### config.mk
export PLATFORM = sky130hd
export DESIGN_NAME = compass_heading_with_hard_iron_cal_flat
export DESIGN_NICKNAME = d
export VERILOG_FILES = /design/src/hdl/chc_pkg.sv /design/src/hdl/chc_if.sv /design/src/hdl/compass_heading_with_hard_iron_cal.sv /design/src/flat_wrapper.sv
export SDC_FILE = /design/constraint.sdc
export NUM_CORES = 1
export LEC_CHECK = 0
export BUFFER_PORTS_ARGS = -buffer_cell sky130_fd_sc_hd__buf_4
export CAP_MARGIN = 20
export CORE_ASPECT_RATIO = 0.8
export CORE_UTILIZATION = 52
export DETAILED_ROUTE_END_ITERATION = 16
export GPL_ROUTABILITY_DRIVEN = 0
export HOLD_SLACK_MARGIN = 0.05
export PLACE_DENSITY_LB_ADDON = 0.15
export SLEW_MARGIN = 15
export SYNTH_ARGS = -nofsm -noshare
export SYNTH_HDL_FRONTEND = slang
export SYNTH_SLANG_ARGS = --single-unit
### constraint.sdc
create_clock -name clock -period 7.16 [get_ports clock]
set_clock_uncertainty 0.05 [all_clocks]
set_input_delay 1.432 -clock clock [delete_from_list [all_inputs] [get_ports clock]]
set_output_delay 1.432 -clock clock [all_outputs]
set_load 0.02 [all_outputs]
### src/hdl/chc_pkg.sv
// ----------------------------------------------------------------------------
// Compass heading package
// Shared constants and the tangent table of the compass heading block.
// ----------------------------------------------------------------------------
package chc_pkg;

   // Number of entries in the tangent table, and the index bits it needs.
   localparam int TAN_ENTRIES  = 45;
   localparam int TAN_IDX_BITS = $clog2(TAN_ENTRIES);

   // Default width of the magnetometer samples that the block actually uses.
   localparam int SAMPLE_BITS_DEF = 16;

   // Fixed field widths of the transactions.
   localparam int FIELD_BITS   = 16;
   localparam int HEADING_BITS = 8;
   localparam int SCALE_BITS   = 16;

   // Heading arithmetic, in 2-degree units.
   localparam int HEADING_SPAN = 180;
   localparam int QUARTER_SPAN = 90;

   // The x/y scale is kept in hundredths.
   localparam int SCALE_GAIN = 100;

   // Entries of the tangent table, one per 2-degree step, strictly increasing.
   function automatic logic [15:0] tan_value(input logic [TAN_IDX_BITS-1:0] idx);
      logic [15:0] val;
      case (idx)
         6'd0:  val = 16'd2;
         6'd1:  val = 16'd5;
         6'd2:  val = 16'd9;
         6'd3:  val = 16'd12;
         6'd4:  val = 16'd16;
         6'd5:  val = 16'd19;
         6'd6:  val = 16'd23;
         6'd7:  val = 16'd27;
         6'd8:  val = 16'd31;
         6'd9:  val = 16'd34;
         6'd10: val = 16'd38;
         6'd11: val = 16'd42;
         6'd12: val = 16'd47;
         6'd13: val = 16'd51;
         6'd14: val = 16'd55;
         6'd15: val = 16'd60;
         6'd16: val = 16'd65;
         6'd17: val = 16'd70;
         6'd18: val = 16'd75;
         6'd19: val = 16'd81;
         6'd20: val = 16'd87;
         6'd21: val = 16'd93;
         6'd22: val = 16'd100;
         6'd23: val = 16'd107;
         6'd24: val = 16'd115;
         6'd25: val = 16'd123;
         6'd26: val = 16'd133;
         6'd27: val = 16'd143;
         6'd28: val = 16'd154;
         6'd29: val = 16'd166;
         6'd30: val = 16'd180;
         6'd31: val = 16'd196;
         6'd32: val = 16'd214;
         6'd33: val = 16'd236;
         6'd34: val = 16'd261;
         6'd35: val = 16'd290;
         6'd36: val = 16'd327;
         6'd37: val = 16'd373;
         6'd38: val = 16'd433;
         6'd39: val = 16'd514;
         6'd40: val = 16'd631;
         6'd41: val = 16'd814;
         6'd42: val = 16'd1143;
         6'd43: val = 16'd1908;
         6'd44: val = 16'd5729;
         default: val = 16'd0;
      endcase
      return val;
   endfunction

endpackage

### src/hdl/chc_if.sv
// ----------------------------------------------------------------------------
// Compass heading channels
// Valid/ready channels for magnetometer samples and heading results.
// ----------------------------------------------------------------------------
interface chc_req_if;
   logic                                valid;
   logic                                ready;
   logic signed [chc_pkg::FIELD_BITS-1:0] field_x;
   logic signed [chc_pkg::FIELD_BITS-1:0] field_y;
   logic signed [chc_pkg::FIELD_BITS-1:0] field_z;

   modport source (output valid, output field_x, output field_y, output field_z,
                   input ready);
   modport sink   (input valid, input field_x, input field_y, input field_z,
                   output ready);
endinterface

interface chc_rsp_if;
   logic                              valid;
   logic                              ready;
   logic [chc_pkg::HEADING_BITS-1:0]  heading_smoothed;
   logic [chc_pkg::HEADING_BITS-1:0]  heading_raw;
   logic [chc_pkg::SCALE_BITS-1:0]    axis_scale;

   modport source (output valid, output heading_smoothed, output heading_raw,
                   output axis_scale, input ready);
   modport sink   (input valid, input heading_smoothed, input heading_raw,
                   input axis_scale, output ready);
endinterface

### src/hdl/compass_heading_with_hard_iron_cal.sv
// ----------------------------------------------------------------------------
// Compass heading with hard-iron calibration
// Turns x,y,z magnetometer samples into a smoothed compass heading.
// ----------------------------------------------------------------------------
// Each request transaction carries one x,y,z magnetometer sample and produces
// exactly one response transaction. The block works on one sample at a time
// and drops req ready after the accepting cycle until the result has been
// written to the response register, which then waits for the consumer while
// the next sample can already be taken; a response still held by the consumer
// stalls the block. One shared subtract-and-compare unit runs the 23-step
// restoring division for the scale, when it is recomputed, the 16-step
// division for the y/x ratio and up to six steps of a binary search through
// the 45-entry tangent table; both are skipped when the centred x is zero.
// Only the low SAMPLE_BITS bits of each field are used, sign-extended.
// Per-axis peaks start at zero, and the offsets are their midpoints truncated
// toward zero. The heading is reported in 2-degree units; the smoothed heading
// is the average of the kept heading and this sample's heading, turned half a
// circle when the two lie half a circle or more apart. The z axis is tracked
// but drives no output.
// ----------------------------------------------------------------------------
module compass_heading_with_hard_iron_cal #(
   parameter int SAMPLE_BITS = chc_pkg::SAMPLE_BITS_DEF
) (
   input  logic       clock,
   input  logic       reset,
   chc_req_if.sink    req_chan,
   chc_rsp_if.source  rsp_chan
);

   // Dividend width of the scale division: a 16-bit difference times 100.
   localparam int DivBits = chc_pkg::SCALE_BITS + 7;
   localparam int CntBits = $clog2(DivBits);
   localparam int IdxBits = chc_pkg::TAN_IDX_BITS;
   localparam int HBits   = chc_pkg::HEADING_BITS;

   // The sequencer steps through the work of one sample.
   typedef enum logic [8:0] {
      ST_IDLE      = 9'b000000001,
      ST_TRACK     = 9'b000000010,
      ST_CENTER    = 9'b000000100,
      ST_SCALE_MUL = 9'b000001000,
      ST_SCALE_DIV = 9'b000010000,
      ST_RATIO_MUL = 9'b000100000,
      ST_RATIO_DIV = 9'b001000000,
      ST_SEARCH    = 9'b010000000,
      ST_HEADING   = 9'b100000000
   } state_type;

   state_type state_ff, state_in;

   // Latched sample.
   logic signed [SAMPLE_BITS-1:0] sx_ff, sx_in, sy_ff, sy_in, sz_ff, sz_in;

   // Per-axis peaks.
   logic signed [SAMPLE_BITS-1:0] xh_ff, xh_in, xl_ff, xl_in;
   logic signed [SAMPLE_BITS-1:0] yh_ff, yh_in, yl_ff, yl_in;
   logic signed [SAMPLE_BITS-1:0] zh_ff, zh_in, zl_ff, zl_in;

   logic [chc_pkg::SCALE_BITS-1:0] scale_ff, scale_in;
   logic [HBits-1:0]               kept_ff, kept_in;

   // Centred magnitudes and their signs.
   logic [15:0] ax_ff, ax_in, ay_ff, ay_in;
   logic        cx_neg_ff, cx_neg_in, cy_neg_ff, cy_neg_in;

   // Shared divider datapath.
   logic [DivBits-1:0] quot_ff, quot_in;
   logic [15:0]        rem_ff, rem_in;
   logic [15:0]        dvsr_ff, dvsr_in;
   logic [CntBits-1:0] cnt_ff, cnt_in;

   // Binary search bounds; lo holds the table index when the search ends.
   logic [IdxBits-1:0] lo_ff, lo_in, hi_ff, hi_in;

   // Response register.
   logic             rsp_valid_ff, rsp_valid_in;
   logic [HBits-1:0] rsp_smooth_ff, rsp_smooth_in, rsp_raw_ff, rsp_raw_in;
   logic [chc_pkg::SCALE_BITS-1:0] rsp_scale_ff, rsp_scale_in;

   // ------------------------------------------------------------------------
   // Offsets and centred values, from the peaks that the track step left.
   // The midpoint rounds toward zero, so a negative odd sum gets one added
   // before the arithmetic shift.
   // ------------------------------------------------------------------------
   logic signed [16:0] xsum, ysum, xrnd, yrnd, xoff, yoff;
   logic signed [16:0] dx17, dy17, cx17, cy17;
   logic [15:0]        cx16, cy16;
   logic               scale_go;

   assign xsum = 17'(xh_ff) + 17'(xl_ff);
   assign ysum = 17'(yh_ff) + 17'(yl_ff);
   assign xrnd = xsum + $signed({16'b0, xsum[16]});
   assign yrnd = ysum + $signed({16'b0, ysum[16]});
   assign xoff = xrnd >>> 1;
   assign yoff = yrnd >>> 1;
   assign dx17 = 17'(xh_ff) - xoff;
   assign dy17 = 17'(yh_ff) - yoff;
   assign cx17 = 17'(sx_ff) - xoff;
   assign cy17 = 17'(sy_ff) - yoff;
   assign cx16 = cx17[15:0];
   assign cy16 = cy17[15:0];

   // The scale is only recomputed when both maxima lie above their offsets.
   assign scale_go = (dx17 > 17'sd0) && (dy17 > 17'sd0) && (dy17[15:0] != 16'd0);

   // ------------------------------------------------------------------------
   // Shared subtract-and-compare unit. A borrow means the first operand is
   // smaller: in a division step the remainder is kept, in the search the
   // ratio lies below the table entry.
   // ------------------------------------------------------------------------
   logic [IdxBits:0]   mid_sum;
   logic [IdxBits-1:0] mid;
   logic [16:0]        rshift, sub_a, sub_b;
   logic [17:0]        diff;
   logic               borrow;

   assign mid_sum = {1'b0, lo_ff} + {1'b0, hi_ff};
   assign mid     = mid_sum[IdxBits:1];
   assign rshift  = {rem_ff, quot_ff[DivBits-1]};

   always_comb begin
      if (state_ff == ST_SEARCH) begin
         sub_a = {1'b0, quot_ff[15:0]};
         sub_b = {1'b0, chc_pkg::tan_value(mid)};
      end else begin
         sub_a = rshift;
         sub_b = {1'b0, dvsr_ff};
      end
   end

   assign diff   = {1'b0, sub_a} - {1'b0, sub_b};
   assign borrow = diff[17];

   // ------------------------------------------------------------------------
   // Raw heading from the table index and the quadrant, then the smoothing
   // step with its wrap rule.
   // ------------------------------------------------------------------------
   logic [HBits-1:0] idx8, raw;
   logic [HBits:0]   sum9, half9, adj9, raw_plus, kept_plus;
   logic             wrap;

   assign idx8 = HBits'(lo_ff);

   always_comb begin
      if (!cx_neg_ff) begin
         raw = cy_neg_ff ? idx8 : HBits'(chc_pkg::HEADING_SPAN) - idx8;
      end else begin
         raw = cy_neg_ff ? HBits'(chc_pkg::QUARTER_SPAN) - idx8
                         : HBits'(chc_pkg::QUARTER_SPAN) + idx8;
      end
   end

   assign sum9      = {1'b0, kept_ff} + {1'b0, raw};
   assign half9     = {1'b0, sum9[HBits:1]};
   assign raw_plus  = {1'b0, raw} + (HBits+1)'(chc_pkg::QUARTER_SPAN);
   assign kept_plus = {1'b0, kept_ff} + (HBits+1)'(chc_pkg::QUARTER_SPAN);
   assign wrap      = ({1'b0, kept_ff} >= raw_plus) || (kept_plus <= {1'b0, raw});

   always_comb begin
      adj9 = half9 + (HBits+1)'(chc_pkg::QUARTER_SPAN);
      if (adj9 >= (HBits+1)'(chc_pkg::HEADING_SPAN)) begin
         adj9 = adj9 - (HBits+1)'(chc_pkg::HEADING_SPAN);
      end
   end

   // ------------------------------------------------------------------------
   // Sequencer and next-state values.
   // ------------------------------------------------------------------------
   logic [15:0]  ratio_prod;
   logic         out_free;

   assign ratio_prod = ay_ff * scale_ff;
   assign out_free   = !rsp_valid_ff || rsp_chan.ready;

   assign req_chan.ready = (state_ff == ST_IDLE);

   always_comb begin
      state_in      = state_ff;
      sx_in         = sx_ff;
      sy_in         = sy_ff;
      sz_in         = sz_ff;
      xh_in         = xh_ff;
      xl_in         = xl_ff;
      yh_in         = yh_ff;
      yl_in         = yl_ff;
      zh_in         = zh_ff;
      zl_in         = zl_ff;
      scale_in      = scale_ff;
      kept_in       = kept_ff;
      ax_in         = ax_ff;
      ay_in         = ay_ff;
      cx_neg_in     = cx_neg_ff;
      cy_neg_in     = cy_neg_ff;
      quot_in       = quot_ff;
      rem_in        = rem_ff;
      dvsr_in       = dvsr_ff;
      cnt_in        = cnt_ff;
      lo_in         = lo_ff;
      hi_in         = hi_ff;
      rsp_valid_in  = rsp_valid_ff && !rsp_chan.ready;
      rsp_smooth_in = rsp_smooth_ff;
      rsp_raw_in    = rsp_raw_ff;
      rsp_scale_in  = rsp_scale_ff;

      case (state_ff)
         ST_IDLE: begin
            if (req_chan.valid) begin
               sx_in    = req_chan.field_x[SAMPLE_BITS-1:0];
               sy_in    = req_chan.field_y[SAMPLE_BITS-1:0];
               sz_in    = req_chan.field_z[SAMPLE_BITS-1:0];
               state_in = ST_TRACK;
            end
         end
         ST_TRACK: begin
            // A new maximum wins; only otherwise can the minimum move.
            if (sx_ff > xh_ff) begin
               xh_in = sx_ff;
            end else if (sx_ff < xl_ff) begin
               xl_in = sx_ff;
            end
            if (sy_ff > yh_ff) begin
               yh_in = sy_ff;
            end else if (sy_ff < yl_ff) begin
               yl_in = sy_ff;
            end
            if (sz_ff > zh_ff) begin
               zh_in = sz_ff;
            end else if (sz_ff < zl_ff) begin
               zl_in = sz_ff;
            end
            state_in = ST_CENTER;
         end
         ST_CENTER: begin
            cx_neg_in = cx16[15];
            cy_neg_in = cy16[15];
            ax_in     = cx16[15] ? 16'(-cx16) : cx16;
            ay_in     = cy16[15] ? 16'(-cy16) : cy16;
            quot_in   = DivBits'(dx17[15:0]);
            dvsr_in   = dy17[15:0];
            state_in  = scale_go ? ST_SCALE_MUL : ST_RATIO_MUL;
         end
         ST_SCALE_MUL: begin
            quot_in  = {7'b0, quot_ff[15:0]} * DivBits'(chc_pkg::SCALE_GAIN);
            rem_in   = 16'd0;
            cnt_in   = CntBits'(DivBits - 1);
            state_in = ST_SCALE_DIV;
         end
         ST_SCALE_DIV: begin
            rem_in  = borrow ? rshift[15:0] : diff[15:0];
            quot_in = {quot_ff[DivBits-2:0], !borrow};
            cnt_in  = cnt_ff - CntBits'(1);
            if (cnt_ff == '0) begin
               // The scale is kept modulo 2^16.
               scale_in = quot_in[15:0];
               state_in = ST_RATIO_MUL;
            end
         end
         ST_RATIO_MUL: begin
            // The y magnitude times the scale, modulo 2^16, sits in the top
            // bits so that 16 steps leave the quotient in the low bits.
            quot_in = {ratio_prod, 7'b0};
            rem_in  = 16'd0;
            dvsr_in = ax_ff;
            cnt_in  = CntBits'(15);
            lo_in   = '0;
            hi_in   = IdxBits'(chc_pkg::TAN_ENTRIES);
            if (ax_ff == 16'd0) begin
               // Zero centred x points straight along the y axis.
               lo_in    = IdxBits'(chc_pkg::TAN_ENTRIES);
               state_in = ST_HEADING;
            end else begin
               state_in = ST_RATIO_DIV;
            end
         end
         ST_RATIO_DIV: begin
            rem_in  = borrow ? rshift[15:0] : diff[15:0];
            quot_in = {quot_ff[DivBits-2:0], !borrow};
            cnt_in  = cnt_ff - CntBits'(1);
            if (cnt_ff == '0) begin
               state_in = ST_SEARCH;
            end
         end
         ST_SEARCH: begin
            // Find the first entry above the ratio; none gives the table size.
            if (lo_ff < hi_ff) begin
               if (borrow) begin
                  hi_in = mid;
               end else begin
                  lo_in = mid + IdxBits'(1);
               end
            end else begin
               state_in = ST_HEADING;
            end
         end
         ST_HEADING: begin
            if (out_free) begin
               kept_in       = wrap ? adj9[HBits-1:0] : half9[HBits-1:0];
               rsp_valid_in  = 1'b1;
               rsp_smooth_in = wrap ? adj9[HBits-1:0] : half9[HBits-1:0];
               rsp_raw_in    = raw;
               rsp_scale_in  = scale_ff;
               state_in      = ST_IDLE;
            end
         end
         default: begin
            state_in = ST_IDLE;
         end
      endcase
   end

   always_ff @(posedge clock) begin
      if (reset) begin
         state_ff     <= ST_IDLE;
         xh_ff        <= '0;
         xl_ff        <= '0;
         yh_ff        <= '0;
         yl_ff        <= '0;
         zh_ff        <= '0;
         zl_ff        <= '0;
         scale_ff     <= '0;
         kept_ff      <= '0;
         rsp_valid_ff <= 1'b0;
      end else begin
         state_ff     <= state_in;
         xh_ff        <= xh_in;
         xl_ff        <= xl_in;
         yh_ff        <= yh_in;
         yl_ff        <= yl_in;
         zh_ff        <= zh_in;
         zl_ff        <= zl_in;
         scale_ff     <= scale_in;
         kept_ff      <= kept_in;
         rsp_valid_ff <= rsp_valid_in;
      end
   end

   always_ff @(posedge clock) begin
      sx_ff         <= sx_in;
      sy_ff         <= sy_in;
      sz_ff         <= sz_in;
      ax_ff         <= ax_in;
      ay_ff         <= ay_in;
      cx_neg_ff     <= cx_neg_in;
      cy_neg_ff     <= cy_neg_in;
      quot_ff       <= quot_in;
      rem_ff        <= rem_in;
      dvsr_ff       <= dvsr_in;
      cnt_ff        <= cnt_in;
      lo_ff         <= lo_in;
      hi_ff         <= hi_in;
      rsp_smooth_ff <= rsp_smooth_in;
      rsp_raw_ff    <= rsp_raw_in;
      rsp_scale_ff  <= rsp_scale_in;
   end

   assign rsp_chan.valid            = rsp_valid_ff;
   assign rsp_chan.heading_smoothed = rsp_smooth_ff;
   assign rsp_chan.heading_raw      = rsp_raw_ff;
   assign rsp_chan.axis_scale       = rsp_scale_ff;

   // ------------------------------------------------------------------------
   // Assertions.
   // ------------------------------------------------------------------------

   // Peaks start at zero and only move outward, so max never falls below min.
   a_peaks_ordered: assert property (@(posedge clock) disable iff (reset)
      (xh_ff >= xl_ff) && (yh_ff >= yl_ff) && (zh_ff >= zl_ff))
      else $error("axis maximum below minimum");

   // The kept heading always stays within a full circle.
   a_kept_range: assert property (@(posedge clock) disable iff (reset)
      kept_ff < HBits'(chc_pkg::HEADING_SPAN))
      else $error("kept heading out of range");

   // The search bounds never pass the table size.
   a_search_bounds: assert property (@(posedge clock) disable iff (reset)
      (state_ff == ST_SEARCH) |->
         (lo_ff <= IdxBits'(chc_pkg::TAN_ENTRIES)) && (lo_ff <= hi_ff + IdxBits'(0)))
      else $error("search bounds out of range");

   // A new response only appears after the heading step.
   a_rsp_source: assert property (@(posedge clock) disable iff (reset)
      $rose(rsp_valid_ff) |-> $past(state_ff == ST_HEADING))
      else $error("response raised outside the heading step");

   // An accepted sample keeps the block busy on the following cycle.
   a_busy_after_accept: assert property (@(posedge clock) disable iff (reset)
      (req_chan.valid && req_chan.ready) |=> (state_ff == ST_TRACK))
      else $error("sample accepted without tracking step");

endmodule
### src/flat_wrapper.sv
// flat-port wrapper written by rule: the top's interface ports become plain ports
module compass_heading_with_hard_iron_cal_flat 
#(
   parameter int SAMPLE_BITS = chc_pkg::SAMPLE_BITS_DEF
)
  (clock, reset, req_chan_valid, req_chan_field_x, req_chan_field_y, req_chan_field_z, req_chan_ready, rsp_chan_valid, rsp_chan_heading_smoothed, rsp_chan_heading_raw, rsp_chan_axis_scale, rsp_chan_ready);
  chc_req_if req_chan_i ();
  chc_rsp_if rsp_chan_i ();
  input  logic clock;
  input  logic reset;
  input wire logic [$bits(req_chan_i.valid)-1:0] req_chan_valid;
  input wire logic [$bits(req_chan_i.field_x)-1:0] req_chan_field_x;
  input wire logic [$bits(req_chan_i.field_y)-1:0] req_chan_field_y;
  input wire logic [$bits(req_chan_i.field_z)-1:0] req_chan_field_z;
  output wire logic [$bits(req_chan_i.ready)-1:0] req_chan_ready;
  output wire logic [$bits(rsp_chan_i.valid)-1:0] rsp_chan_valid;
  output wire logic [$bits(rsp_chan_i.heading_smoothed)-1:0] rsp_chan_heading_smoothed;
  output wire logic [$bits(rsp_chan_i.heading_raw)-1:0] rsp_chan_heading_raw;
  output wire logic [$bits(rsp_chan_i.axis_scale)-1:0] rsp_chan_axis_scale;
  input wire logic [$bits(rsp_chan_i.ready)-1:0] rsp_chan_ready;
  assign req_chan_i.valid = req_chan_valid;
  assign req_chan_i.field_x = req_chan_field_x;
  assign req_chan_i.field_y = req_chan_field_y;
  assign req_chan_i.field_z = req_chan_field_z;
  assign req_chan_ready = req_chan_i.ready;
  assign rsp_chan_valid = rsp_chan_i.valid;
  assign rsp_chan_heading_smoothed = rsp_chan_i.heading_smoothed;
  assign rsp_chan_heading_raw = rsp_chan_i.heading_raw;
  assign rsp_chan_axis_scale = rsp_chan_i.axis_scale;
  assign rsp_chan_i.ready = rsp_chan_ready;
  compass_heading_with_hard_iron_cal #(.SAMPLE_BITS(SAMPLE_BITS)) u_core (.clock(clock), .reset(reset), .req_chan(req_chan_i), .rsp_chan(rsp_chan_i));
endmodule
# After elaboration in Yosys (flattened, before gate mapping)
# Memories as Yosys holds them, arrays and structs flattened.
# Index checks and enable logic that the tools add are counted.
classes:
  addsub: 22
  multipliers: 2
  magnitude_cmp: 10
  n_eq_ne: 17
  muxes: 31
  n_bitwise: 2
  reduce_logical: 28
ops:
  columns: ["op", "n"]
  rows:
  - ["$pmux W23 S4", 1]
  - ["$pmux W9 S9", 1]
  - ["$pmux W16 S2", 2]
  - ["$mux W9", 6]
  - ["$mux W8", 5]
  - ["$mux W6", 6]
  - ["$add A16 B16 Y17", 2]
  - ["$add A17 B2 Y17", 2]
  - ["$gt A17 B1 Y1 const B", 2]
  - ["$sub A16 B16 Y17", 2]
  - ["$gt A16 B16 Y1", 2]
  - ["$lt A16 B16 Y1", 2]
  - ["$mux W16", 2]
  - ["$neg A16 Y16", 2]
  - ["$sub A16 B16 Y16", 2]
  - ["$mux W15", 2]
  - ["$add A8 B7 Y9 const B", 3]
  - ["$pmux W6 S2", 2]
  - ["$mul A16 B5 Y21 const B", 1]
  - ["$sub A17 B16 Y18", 1]
  - ["$mux W17", 1]
  - ["$logic_not A16 Y1", 1]
  - ["$mul A16 B16 Y16", 1]
  - ["$reduce_bool A16 Y1", 1]
  - ["37 further kinds", 60]
word_totals:
  register_bits: 268
  rom_bits: 768
  inputBits: 52
  n_memories: 1
mem_list:
  columns: ["memory", "depth", "word_bits", "rd", "rd_clocked_by_memory_dff", "wr", "line_no", "source"]
  rows:
  - ["(name not given)", 64, 12, 1, 0, 0, "chc_pkg.sv:29", "case (idx)"]

# Longest topological paths before layout
depth:
  ltp_word: 8
  depth_mapped: 35
  mapped_depth_nobuf: 34

# Worst setup path after synthesis
# OpenSTA, ideal clock, no wires.
synth_timing:
  path_kind: "reg-to-reg"
  start: "reg u_core.lo_ff[1]"
  end: "reg u_core.rem_ff[10] (data pin)"
  setup_ns: 0.266
  t_arrival_ns: 6.614
  t_required_ns: 6.844
  path_slack_ns: 0.230
  path_stages_with_launch: 31
  n_path_buf: 2
  path_cell_list: "edfxtp_1 > ha_1 > inv_1 > a21oi_1 > nor2_1 > nor2_1 > xor2_1 > clkinv_1 > clkbuf_1 > ha_1 > a211oi_1 > a311oi_1 > a311o_1 > o21ai_0 > ha_1 > nor2b_1 > o21ai_0 > a21boi_0 > o21ai_0 > a21boi_0 > o21ai_0 > a21boi_0 > o21ai_0 > a21boi_0 > o21ai_0 > a21oi_1 > o41ai_1 > nand2_1 > clkbuf_1 > mux2i_1 > nor2_1"
synth_via:
  elab_chain_len: 6
synth_lines:
  columns: ["item", "line_no", "source"]
  rows:
  - ["start: declaration", "compass_heading_with_hard_iron_cal.sv:73", "logic [IdxBits-1:0] lo_ff, lo_in, hi_ff, hi_in;"]
  - ["start signal: assignment", "compass_heading_with_hard_iron_cal.sv:349", "lo_ff <= lo_in;"]
  - ["$add A6 B6 Y7", "compass_heading_with_hard_iron_cal.sv:117", "assign mid_sum = {1'b0, lo_ff} + {1'b0, hi_ff};"]
  - ["$mem_v2 Z64 W12", null, null]
  - ["$mux W16", "compass_heading_with_hard_iron_cal.sv:122", "if (state_ff == ST_SEARCH) begin"]
  - ["$sub A17 B16 Y18", "compass_heading_with_hard_iron_cal.sv:131", "assign diff = {1'b0, sub_a} - {1'b0, sub_b};"]
  - ["$mux W16", "compass_heading_with_hard_iron_cal.sv:249, compass_heading_with_hard_iron_cal.sv:276", null]
  - ["$pmux W16 S2", "compass_heading_with_hard_iron_cal.sv:205", "case (state_ff)"]
  - ["end signal: assignment", "compass_heading_with_hard_iron_cal.sv:346", "rem_ff <= rem_in;"]
  - ["end: declaration", "compass_heading_with_hard_iron_cal.sv:68", "logic [15:0] rem_ff, rem_in;"]
# Every way passes these cells.
# A chain may end at the register's enable or synchronous reset.

# Worst setup path after layout
layout_timing:
  start: "reg u_core.xh_ff[0]"
  end: "reg u_core.state_ff[5]"
layout_via:
  elab_chain_len: 8
layout_lines:
  columns: ["item", "line_no", "source"]
  rows:
  - ["start: declaration", "compass_heading_with_hard_iron_cal.sv:55", "logic signed [SAMPLE_BITS-1:0] xh_ff, xh_in, xl_ff, xl_in;"]
  - ["start signal: assignment", "compass_heading_with_hard_iron_cal.sv:325", "xh_ff <= xh_in;"]
  - ["$add A16 B16 Y17", "compass_heading_with_hard_iron_cal.sv:90", "assign xsum = 17'(xh_ff) + 17'(xl_ff);"]
  - ["$add A17 B2 Y17", "compass_heading_with_hard_iron_cal.sv:92", "assign xrnd = xsum + $signed({16'b0, xsum[16]});"]
  - ["$sub A16 B16 Y17 *", "compass_heading_with_hard_iron_cal.sv:96", "assign dx17 = 17'(xh_ff) - xoff;"]
  - ["$gt A17 B1 Y1 *", "compass_heading_with_hard_iron_cal.sv:104", "assign scale_go = (dx17 > 17'sd0) && (dy17 > 17'sd0) && (dy17[15:0] != 16'd0);"]
  - ["$logic_and A1 B1 Y1 * (2 in a row)", "compass_heading_with_hard_iron_cal.sv:104", null]
  - ["$mux W6 *", "compass_heading_with_hard_iron_cal.sv:240", "state_in = scale_go ? ST_SCALE_MUL : ST_RATIO_MUL;"]
  - ["$pmux W9 S9 *", "compass_heading_with_hard_iron_cal.sv:205", null]
  - ["end signal: assignment", "compass_heading_with_hard_iron_cal.sv:324", "state_ff <= state_in;"]
  - ["end: declaration", "compass_heading_with_hard_iron_cal.sv:49", "state_type state_ff, state_in;"]
# Mark *: on every way between the ends. The rest lies on a longest branch, timed or not.

==> reports/summary.txt <==
kind of critical path - reg -> reg
crit start category - register
Post-Syn Area per Cell - 8.90 um^2
Slew HR - 0.322
sequential area share after synthesis - 0.274
maxcap violations - 0
status - finished, final reports clean
Cell Pwr Density - 145 nW/um^2
Mapped Cells - 2,894
critical path launch point - u_core.xh_ff[0]$_SDFFE_PP0P_
Max VDD drop - 189 uV
I/O Buffers - 69
CTS Hold Bufs - 0
CP delay by family, top - compound AO/OA/AOI/OAI gates
max layer used - met4
NetSw - 1150 uW
Max Freq - 148 MHz
routed wl met3 - 3.49 mm
first-pass detailed-route iteration total - 5
R2R Setup Slk - 0.42 ns
vias per cell - 5.76
Core ar. - 48,600 um^2
fill cell count - 4,215
GRT Total Usage - 0.254
Final setup viols - 0
Yosys reg bits - 268
worst path bufs/invs - 2
Layout Area Growth over Synthesis - 10.4%
initial DRC count - 1,434
WL/cell - 17.9 um
TritonCTS Buffers - 31
Die Y - 201 um
placed wire-length estimate - 50.5 mm
nets - 3,434
P_leak - 0.0128 uW
Starting Density - 0.530
fin crit period - 6.74 ns
sequential fraction of design power - 0.421
critical path endpoint category - register
die area - 50,400 um^2
worst r2r path cells - 25
Slew @ Worst Pin - 1.02 ns
IO Count - 86
most flop-heavy register - u_core.quot_ff
sw frac - 0.279
Data required, critical path - 7.62 ns
via count - 20.9k
Clock Power Share - 0.392
fin util - 0.585
async set or reset register ratio after synthesis - 0
max-slew violations - 0
clk slew on worst S/H paths - 0.07 ns
die width - 251 um
Top FF cell, synth - edfxtp_1
fin crit share - 0.942
vias in the first global route - 20.4k
placed cell count - 3,556
Distinct cells, synth - 94
Logic pwr share - 0.187
CTS tree - yes
most frequent cells in the layout - inv_1, ha_1, nor2_1, nand2_1, edfxtp_1
met2 WL - 28.8 mm
clk root buf - clkbuf_16
Worst Hold Path Cells - 0
P_int - 2980 uW
hold-critical path endpoint - u_core.rsp_chan.axis_scale[15]$_DFFE_PP_
largest net degree at the start of global routing - 65
WHS - 0.460 ns
Post-synth EDFFs - 170
WL final - 64.9 mm
Antenna diodes - 0
Final Cell Area - 28,400 um^2
post-route insts no fill - 3,621
commonest non-fill, non-tap cell in the layout - inv_1
post-synth net total - 3,360
Placed Area - 27,200 um^2
Max Root-Sink Buffers - 3
synthesized area - 25,800 um^2
cell row count - 72
Worst R2R End - u_core.state_ff[5]$_SDFFE_PP0P_
GRT overflow - 0
critical path's largest stage delay - 0.51 ns
layout cells sized above 1 - 0.0789
DRC - 0
first-pass GRT wire length - 104 mm
M1 WL - 31.0 mm
FF-to-FF Start - u_core.xh_ff[0]$_SDFFE_PP0P_
CP max stage cell - or4_1
antenna viol nets, final - 0
Hold/Removal Path Class - reg -> reg
max reg flops - 23
number of antenna violations at the first check in global routing - 0
beginning of the worst hold path - u_core.scale_ff[15]$_SDFFE_PP0P_
crit path DAT - 7.20 ns
Hold Vio Cnt, Final - 0
synth warn - 0
H-tree lvl count - 1
CTS sink count - 268
critical path fanouts, max - 4
Worst-Skew Late Latency - 0.59 ns
-- Yosys cell counts, drive strengths merged (48+ instances only) --
cell / number / area (um^2)
and2: 76 / 475
xor2: 69 / 627
nor2: 247 / 927
ha: 314 / 3930
clkbuf: 86 / 323
inv: 332 / 1250
nand2: 243 / 912
a21o: 58 / 435
nor3: 65 / 330
dfxtp: 98 / 1960
nand3: 48 / 240
a21oi: 152 / 761
o21ai: 138 / 691
edfxtp: 170 / 5100
mux2i: 92 / 921
fa: 100 / 2000
xnor2: 170 / 1500
-- layout make-up --
type / count / area, um^2 / area share
clock buffers: 48 / 963 / 0.0339
clock inverters: 9 / 82.6 / 0.00290
inverters: 333 / 1250 / 0.0440
multi-input cells: 2201 / 17300 / 0.607
flip-flops and latches: 268 / 7070 / 0.249
well taps: 629 / 787 / 0.0277
repair buffers: 133 / 1030 / 0.0363
-- worst register-to-register path: stages, from the launching register on --
cell,delay [ns]
dfxtp_1,0.40
ha_1,0.22
inv_1,0.07
fa_1,0.47
nor2b_4,0.18
o311a_4,0.21
a41oi_2,0.18
o31a_1,0.40
xnor2_1,0.16
and2_1,0.17
ha_1,0.23
xnor2_2,0.23
inv_1,0.13
fa_1,0.44
a21o_1,0.20
maj3_1,0.39
a221o_1,0.36
a41oi_1,0.23
o31a_1,0.21
o21ai_0,0.12
maj3_1,0.44
xor2_1,0.20
or4_1,0.51
o31ai_2,0.26
a21oi_1,0.12
nor3_2,0.11
-- routing by layer --
metal | vias up | GRT usage
met3 | 99 | 0.0272
met1 | 9959 | 0.366
met2 | 585 | 0.408
met5 | - | 0
li1 | 10200 | -
met4 | 0 | 0.0629
-- what timing repair did --
action	4_1_cts	5_1_grt
buffers inserted	0	3
setup endpoints to repair	0	49
gates resized for setup	0	29
-- stage by stage --
stage	setup slack, ns	setup TNS, ns	power (uW)
floorplan	0.230	0	2300
global placement	0.262	0	2500
detailed placement	0.121	0	2530
CTS	0.0581	0	4150
global route	-0.0219	-0.0977	4300
finish	0.418	0	4140
-- power groups by stage --
stage,clock (uW),combinational (uW),sequential (uW)
3_5_place_dp,0,753,1770
6_report,1620,774,1740
2_1_floorplan,0,547,1750
4_1_cts,1660,757,1740
3_3_place_gp,0,731,1770
5_1_grt,1710,849,1740
-- how the worst max path moves through the flow --
| stage | slack (ns) | cells past startpoint | endpoint |
|---|---|---|---|
| 4_1_cts | 0.06 | 28 | u_core.rem_ff[3]$_SDFFCE_PP0P_ |
| 3_3_place_gp | 0.26 | 28 | u_core.rem_ff[3]$_SDFFCE_PP0P_ |
| 2_1_floorplan | 0.23 | 30 | u_core.rem_ff[10]$_SDFFCE_PP0P_ |
| 5_1_grt | -0.02 | 31 | u_core.rem_ff[4]$_SDFFCE_PP0P_ |
| 6_report | 0.42 | 25 | u_core.state_ff[5]$_SDFFE_PP0P_ |
| 3_5_place_dp | 0.12 | 28 | u_core.rem_ff[1]$_SDFFCE_PP0P_ |
-- kinds of logic (layout without fill, tap and decap cells) --
| group | count (synthesis) | in the layout | share of synthesized area |
|---|---|---|---|
| flip-flops | 268 | 268 | 0.274 |
| multiplexers | 94 | 94 | 0.0368 |
| AO/OA/AOI/OAI | 582 | 582 | 0.150 |
| XOR/XNOR | 240 | 240 | 0.0833 |
| adder cells (fa/ha/maj) | 425 | 425 | 0.235 |
| AND/OR/NAND/NOR | 860 | 860 | 0.159 |
| buffers and inverters | 425 | 523 | 0.0621 |
(Power assumes the default switching activity.)
